File: config.mk
export PLATFORM = sky130hd
export DESIGN_NAME = mdc_ctrl
export DESIGN_NICKNAME = d
export VERILOG_FILES = /design/src/rtl/mdc_pkg.sv /design/src/rtl/mdc_ctrl.sv
export SDC_FILE = /design/constraint.sdc
export NUM_CORES = 1
export LEC_CHECK = 0
export BUFFER_PORTS_ARGS = -buffer_cell sky130_fd_sc_hd__buf_2
export CORE_AREA = 2 2 39 41
export DETAILED_ROUTE_END_ITERATION = 7
export DIE_AREA = 0 0 41 43
export GPL_TIMING_DRIVEN = 1
export PLACE_DENSITY = 0.3
export SLEW_MARGIN = 20
export SYNTH_ARGS = -nofsm -noshare
export SYNTH_HDL_FRONTEND = slang
export SYNTH_SLANG_ARGS = --single-unit
export TNS_END_PERCENT = 50
File: constraint.sdc
create_clock -name clock -period 1.1 [get_ports clock]
set_input_delay 0.22 -clock clock [delete_from_list [all_inputs] [get_ports clock]]
set_output_delay 0.22 -clock clock [all_outputs]
set_load 0.01 [all_outputs]
File: src/rtl/mdc_pkg.sv
// Shared types and codes for the MSI directory controller.
// Used by mdc_ctrl, mdc_datapath and msi_directory_controller; depends on nothing.
`default_nettype none

package mdc_pkg;

   // Request modes
   localparam logic [1:0] MODE_READ_MISS  = 2'd0;
   localparam logic [1:0] MODE_WRITE_MISS = 2'd1;
   localparam logic [1:0] MODE_INVALIDATE = 2'd2;

   // Directory entry states
   localparam logic [1:0] DIR_UNCACHED  = 2'd0;
   localparam logic [1:0] DIR_SHARED    = 2'd1;
   localparam logic [1:0] DIR_EXCLUSIVE = 2'd2;

   localparam int unsigned RSP_PROCS = 4;

   typedef struct packed {
      logic clear_en;   // write a zero entry at the sweep counter
      logic capture;    // latch the request, read its entry
      logic update;     // apply the transition, write back, present the result
   } ctrl_cmd_type;

   typedef struct packed {
      logic clear_done; // sweep counter is at the last entry
   } dp_status_type;

   function automatic logic [1:0] lowest_set(input logic [RSP_PROCS-1:0] vec);
      logic [1:0] pos;
      if (vec[0]) begin
         pos = 2'd0;
      end else if (vec[1]) begin
         pos = 2'd1;
      end else if (vec[2]) begin
         pos = 2'd2;
      end else if (vec[3]) begin
         pos = 2'd3;
      end else begin
         pos = 2'd0;
      end
      return pos;
   endfunction

endpackage

`default_nettype wire

File: src/rtl/mdc_ctrl.sv
// Sequencer of the MSI directory controller: clearing sweep, capture, update.
// Depends on mdc_pkg for the command and status structs.
`default_nettype none

module mdc_ctrl (
   input  wire logic                  clock,
   input  wire logic                  reset,
   input  wire logic                  start,
   input  wire mdc_pkg::dp_status_type status,
   output logic                       busy,
   output mdc_pkg::ctrl_cmd_type      cmd
);
   import mdc_pkg::*;

   typedef enum logic [2:0] {
      ST_CLEAR  = 3'b001,
      ST_IDLE   = 3'b010,
      ST_UPDATE = 3'b100
   } fsm_state_type;

   fsm_state_type state_ff;
   fsm_state_type state_in;

   always_comb begin
      state_in = state_ff;
      cmd      = '0;
      case (state_ff)
         ST_CLEAR: begin
            cmd.clear_en = 1'b1;
            if (status.clear_done) begin
               state_in = ST_IDLE;
            end
         end
         ST_IDLE: begin
            if (start) begin
               cmd.capture = 1'b1;
               state_in    = ST_UPDATE;
            end
         end
         ST_UPDATE: begin
            cmd.update = 1'b1;
            state_in   = ST_IDLE;
         end
         default: begin
            state_in = ST_CLEAR;
         end
      endcase
   end

   always_ff @(posedge clock) begin
      if (reset) begin
         state_ff <= ST_CLEAR;
      end else begin
         state_ff <= state_in;
      end
   end

   assign busy = (state_ff != ST_IDLE);

endmodule

`default_nettype wire

==> out/metrics.yaml, run 1 <==
drive_above_1_share_pct: 75.0
clk_latency_ns: 0.23
r2r-start: "state_ff[0]"
syn_nets: 20
h-tree-depth: 1
io_pins: 8
synth_area_leaders: "dfxtp_1 39%, nor3b_1 9.8%, and4bb_2 8.1%"
ys_seq_area_share_pct: 39.0
required_ns: 0.88
root_buffer: "clkbuf_4"
place_congestion: 0.674
max_freq_ghz: 0.730
cts_buffer_depth: 2
worstPathArrival_ns: 1.15
maxSlewViolCount: 0
fin_worst_skew_ns: 0.00141
fin_crit_ns: 1.37
holdCritPathClass: "in -> reg"
synth_top_cell_by_area: "dfxtp_1"
route.vias.total: 166
setup_viol: 4
r2r_slack_ns: 0.03
fin_ws_ns: -0.269
post-route-period-util_pct: 124
grt.overflow.total: 0
firstDrtPassIters: 1
regArea_um2: 63.8
grt_max_degree: 6
top_register: "state_ff"
grt_pass1_wl_um: 634
crit_path_start_kind: "flip-flop"
coreArea_um2: 1380
reg_top3: "state_ff: 3 flops"
io_buffers: 7
cts_tree: "done"
worstMarginPinSlew_ns: 0.256
via_per_inst: 3.46
failed_checks: "setup timing"
cp_max_fo: 3
die_area_um2: 1760
largest_register_ff_count: 3
antenna_found_initial: 0
powerDensity_nw_per_um2: 1230
placed_area_um2: 255
worst-r2r-cell-count: 4
final_core_utilization_pct: 21.7
worstReg2RegEnd: "state_ff[1]"
drt_iter0_markers: 0
drc: 0
hold_path_startpoint: "reset"
hold_path_end: "state_ff[2]"
p_leak_nw: 0.127
cts.sinks: 3
hold_depth: 2
rsz0062_at_grt: "yes"
grt_pass1_vias: 167
drtAntennaViolNets: 0
synth_top_area_share_pct: 39.0
avgSynthCellArea_um2: 9.62
gr-usage-all-layers_pct: 5.71
cap_violations: 0
hold_viol: 0
synth_cell_type_count: 11
fillers: 160
yosysWarnings: 0
dp_hpwl_um: 312
cts.clk_slew.worst_paths_ns: 0.04
synth_seq_cells: 3
die_w_um: 41
final_area_um2: 300
cts_buffers: 3
synthCells: 16
critical_path_class: "reg -> out"
avgRoutedWirePerCell_um: 8.13
start_util_pct: 11.1
die_y_um: 43
multi_input_area_um2: 108
relSlewSlack_pct: 82.7
layout.nets: 37
routed_wirelength_um: 390
ir_worst_vdd_mv: 0.483
n_antenna_cell: 0
critPathCaptureType: "output pin"
outcome: "finished, violations left"
syn2layout_area_growth_pct: 95.1
syn_area_um2: 154
num_rows: 14
## power by group
part | total [W] | leakage, nW | internal [W] | switching, W
clock network | 0.000190 | 0.0150 | 0.000136 | 0.0000545
logic | 0.0000589 | 0.0866 | 0.0000324 | 0.0000266
registers | 0.000119 | 0.0252 | 0.000116 | 0.00000282
total | 0.000368 | 0.127 | 0.000284 | 0.0000839
## metal layers
layer | vias up | share of wire (%) | track usage, %
met3 | 0 | 6.2 | 3.14
met5 | - | 0 | 0
met2 | 4 | 45 | 6.25
li1 | 89 | - | -
met1 | 73 | 49 | 7.03
met4 | 0 | 0 | 6.00
## logic make-up after synthesis
family          Yosys count  synth area share, %
flops                     3                 39.0
simple gates             10                 48.0
xor+xnor                  1                 5.69
buf+inv                   1                 2.44
compound gates            1                 4.88
## layout make-up
type	instances	share of cell area, %
repair buffers	12	26.2
inverters	1	1.25
clock buffers	4	8.75
multi-input cells	12	35.8
flip-flops and latches	3	21.3
well taps	16	6.67
## critical path, cell delays in order, from the launching register on
cell     delay [ns]
dfxtp_2        0.31
or3b_4         0.42
nor2_4         0.09
buf_6          0.10
## cell usage after synthesis (all sizes together)
library cell and count:
and4bb 1, nor2 3, dfxtp 3, o21bai 1, or3b 1, xnor2 1, nor3b 2, nor4b 1
nor3 2, inv 1
## metrics by stage
stage | total power, W | hold WS [ns] | TNS [ns] | worst slack [ns] | instances
floorplan | 0.000149 | 0.285 | 0 | 0.00606 | 16
global placement | 0.000177 | 0.430 | -0.0395 | -0.0377 | 44
detailed placement | 0.000177 | 0.425 | -0.0362 | -0.0362 | 44
CTS | 0.000380 | 0.179 | -0.789 | -0.277 | 48
global route | 0.000393 | 0.191 | -0.928 | -0.316 | 48
finish | 0.000368 | 0.183 | -0.735 | -0.269 | 48
## worst max path at each step
stage,startpoint,to,cells after the start
CTS,state_ff[0],cmd[1],3
finish,state_ff[0],cmd[1],3
global route,state_ff[0],cmd[1],3
detailed placement,state_ff[0],cmd[1],3
global placement,state_ff[2],cmd[1],3
floorplan,state_ff[1],cmd[1],2
## cells in the final DEF, fill, tap and decap left out
cell type and count:
or3b_4 1, xnor2_1 1, nor2_1 2, nor2_4 1
buf_6 1, and4bb_2 1, nor3_2 1, nor3_1 1
buf_4 5, inv_1 1, clkbuf_1 1, clkbuf_4 3
nor3b_2 2, dfxtp_2 3, o21bai_1 1, nor4b_1 1
buf_2 6
## what timing repair did
item,in CTS,in global routing
endpoints found under the hold margin,0,0
endpoints found under the setup margin,4,5
hold buffers,0,0
gates cloned,0,0
resized for setup,3,2
setup buffers,0,0
pin swaps,0,0
Power figures use the tool's default switching activity.
==> run 2, diff against run 1 <==
--- a/config.mk
+++ b/config.mk
@@ -5,6 +5,7 @@
 export SDC_FILE = /design/constraint.sdc
 export NUM_CORES = 1
 export LEC_CHECK = 0
+export ABC_AREA = 1
 export BUFFER_PORTS_ARGS = -buffer_cell sky130_fd_sc_hd__buf_2
 export CORE_AREA = 2 2 39 41
 export DETAILED_ROUTE_END_ITERATION = 7
==> run 2 against run 1 <==
  * The flow still finishes with violations (setup timing)
  * Synthesized area increased by 11%
  * Non-clock buffer count decreased by 5
  * Global-route usage is 0.40 points lower
  * Utilization is 2.6 points lower
  * Combinational power is 99% higher
  * Flip-flop and latch count did not move
  * Setup slack improved by 0.22 ns
  * Clock power about the same
  * Clock skew shrank 0.00076 ns
  * Clock-buffer cell count is the same
  * Via count increased by 7.2%
  * Worst hold slack lost 0.025 ns
  * Largest power group unchanged
==> out/metrics.yaml, run 2 <==
multi_input_area_um2: 86.3  # was 108 um2
avgSynthCellArea_um2: 6.86  # was 9.62 um2
post-route-period-util_pct: 105  # was 124%
start_util_pct: 12.4  # was 11.1%
h-tree-depth: 1  # unchanged
antenna_found_initial: 0  # unchanged
critical_path_class: "reg -> out"  # unchanged
io_buffers: 7  # unchanged
worstMarginPinSlew_ns: 0.132  # was 0.256 ns
avgRoutedWirePerCell_um: 6.52  # was 8.13 um
synthAdderAreaFrac_pct: 0  # unchanged
cp_max_fo: 5  # was 3
drc: 0  # unchanged
synth_mux_area_share_pct: 0  # unchanged
synth_cell_type_count: 11  # unchanged
grt.overflow.total: 0  # unchanged
place_ws_ns: 0.167  # was -0.0362 ns
final_common_cell: "buf_2"  # unchanged
synthArstFlopShare_pct: 0  # unchanged
syn_nets: 29  # was 20
outcome: "finished, violations left"  # unchanged
yosysWarnings: 0  # unchanged
synth_xor_area_share_pct: 0  # was 5.69%
drive_above_1_share_pct: 61.1  # was 75.0%
place_congestion: 0.613  # was 0.674
regArea_um2: 66.3  # was 63.8 um2
ir_worst_vdd_mv: 0.620  # was 0.483 mV
synth_seq_cells: 3  # unchanged
hold_viol: 0  # unchanged
synth_top_family_by_area: "simple AND/OR/NAND/NOR gates"  # unchanged
grt_max_degree: 6  # unchanged
synthCells: 25  # was 16
cts.clk_slew.worst_paths_ns: 0.03  # was 0.04 ns
synth_top_area_share_pct: 35.0  # was 39.0%
die_y_um: 43  # unchanged
routed_wirelength_um: 339  # was 390 um
finalHoldWorstSlack_ns: 0.158  # was 0.183 ns
die_area_um2: 1760  # unchanged
p_leak_nw: 0.144  # was 0.127 nW
rsz0062_at_grt: "yes"  # unchanged
coreArea_um2: 1380  # unchanged
io_pins: 8  # unchanged
synth_top_cell_by_area: "dfxtp_1"  # unchanged
required_ns: 0.88  # about the same
n_antenna_cell: 0  # unchanged
cts_buffers: 3  # unchanged
route.vias.total: 178  # was 166
synth_edf_count: 0  # unchanged
ys.flop_type: "dfxtp_1"  # unchanged
holdBufCountCts: 0  # unchanged
ys_seq_area_share_pct: 35.0  # was 39.0%
synth_compound_area_share_pct: 0  # was 4.88%
setup_viol: 3  # was 4
top_register: "state_ff"  # unchanged
firstDrtPassIters: 2  # was 1
via_per_inst: 3.42  # was 3.46
grt_pass1_wl_um: 565  # was 634 um
fin_worst_skew_ns: 0.000644  # was 0.00141 ns
synth_area_leaders: "dfxtp_1 35%, inv_1 13%, nor2_1 11%"  # was dfxtp_1 39%, nor3b_1 9.8%, and4bb_2 8.1%
clk_latency_ns: 0.23  # about the same
layout.nets: 41  # was 37
num_rows: 14  # unchanged
drtAntennaViolNets: 0  # unchanged
final_core_utilization_pct: 19.1  # was 21.7%
dp_hpwl_um: 286  # was 312 um
cts_buffer_depth: 2  # unchanged
fillers: 164  # was 160
drt_iter0_markers: 3  # was 0
synth_most_common_cell: "inv_1"
cts.sinks: 3  # unchanged
synth_common_cells: "6 x inv_1, 5 x nor2_1, 3 x dfxtp_1"  # was 3 x dfxtp_1, 3 x nor2_1, 2 x nor3b_1
relSlewSlack_pct: 91.1  # was 82.7%
crit_path_start_kind: "flip-flop"  # unchanged
maxSlewViolCount: 0  # unchanged
critPathCaptureType: "output pin"  # unchanged
fin_ws_ns: -0.0526  # was -0.269 ns
syn2layout_area_growth_pct: 54.0  # was 95.1%
fin_crit_ns: 1.15  # was 1.37 ns
synthSimpleGateAreaFrac_pct: 47.4  # was 48.0%
max_freq_ghz: 0.868  # was 0.730 GHz
setup-tns-final_ns: -0.0872  # was -0.735 ns
place_inst: 48  # was 44
layout_common_cells: "7 x buf_2, 4 x inv_2, 4 x inv_1"  # was 6 x buf_2, 5 x buf_4, 3 x clkbuf_4, 3 x dfxtp_2
cap_violations: 0  # unchanged
gr-usage-all-layers_pct: 5.31  # was 5.71%
cts_tree: "done"  # unchanged
largest_register_ff_count: 3  # unchanged
die_w_um: 41  # unchanged
grt_pass1_vias: 151  # was 167
postCtsSetupBuffers: 0  # unchanged
failed_checks: "setup timing"  # unchanged
powerDensity_nw_per_um2: 1730  # was 1230 nW/um2
reg_top3: "state_ff: 3 flops"  # unchanged
holdCritPathClass: "in -> reg"  # unchanged
worstPathArrival_ns: 0.93  # was 1.15 ns
syn_area_um2: 171  # was 154 um2
root_buffer: "clkbuf_4"  # unchanged
stdcell_count: 52  # was 48
==> run 2: cell families (layout without fill, tap and decap cells) <==
family,after synthesis,count (layout)
buffers and inverters,8,19
flip-flops,3,3
AND/OR/NAND/NOR,14,14
==> run 2: what timing repair did <==
item | CTS | global route
cloned | 0 | 0
endpoints found under the hold margin | 0 | 0
setup endpoints to repair | 4 | 4
pin swaps | 2 | 1
gates resized for setup | 5 | 3
==> run 2: metal layers <==
metal | routed length, um | track usage [%]
met1 | 161 | 6.07
met2 | 141 | 5.94
met3 | 37 | 4.71
met4 | 0 | 4.00
met5 | 0 | 0
==> run 2: critical path: stages, from the launching register on <==
cell and delay, ns:
dfxtp_2 0.32, inv_2 0.08, nand3_4 0.09, nor2_2 0.08, buf_2 0.13
==> run 2: worst paths after layout <==
check,from,endpoint,slack (ns),cells past startpoint
hold / removal,reset,state_ff[2],0.16,2
setup reg to reg,state_ff[1],state_ff[1],0.31,5
setup / recovery,state_ff[2],cmd[1],-0.05,4
hold reg to reg,state_ff[1],state_ff[2],0.54,2
==> run 2: layout make-up <==
type	count	area share [%]
timing repair buffer	7	13.3
multi-input combinational	14	32.7
inverter	8	11.4
sequential	3	25.1
tap	16	7.58
clock buffer	4	9.95
==> run 2: report_power, final <==
group	internal, W	switching, W
combinational	0.0000502	0.0000671
sequential	0.000130	0.0000219
clock	0.000136	0.0000526
total	0.000316	0.000142
==> run 2: metrics by stage <==
step / instance area (um2) / power [W]
after floorplan: 171 / 0.000224
after global placement: 226 / 0.000263
after detailed placement: 226 / 0.000260
after CTS: 259 / 0.000472
after global routing: 264 / 0.000506
final: 264 / 0.000458
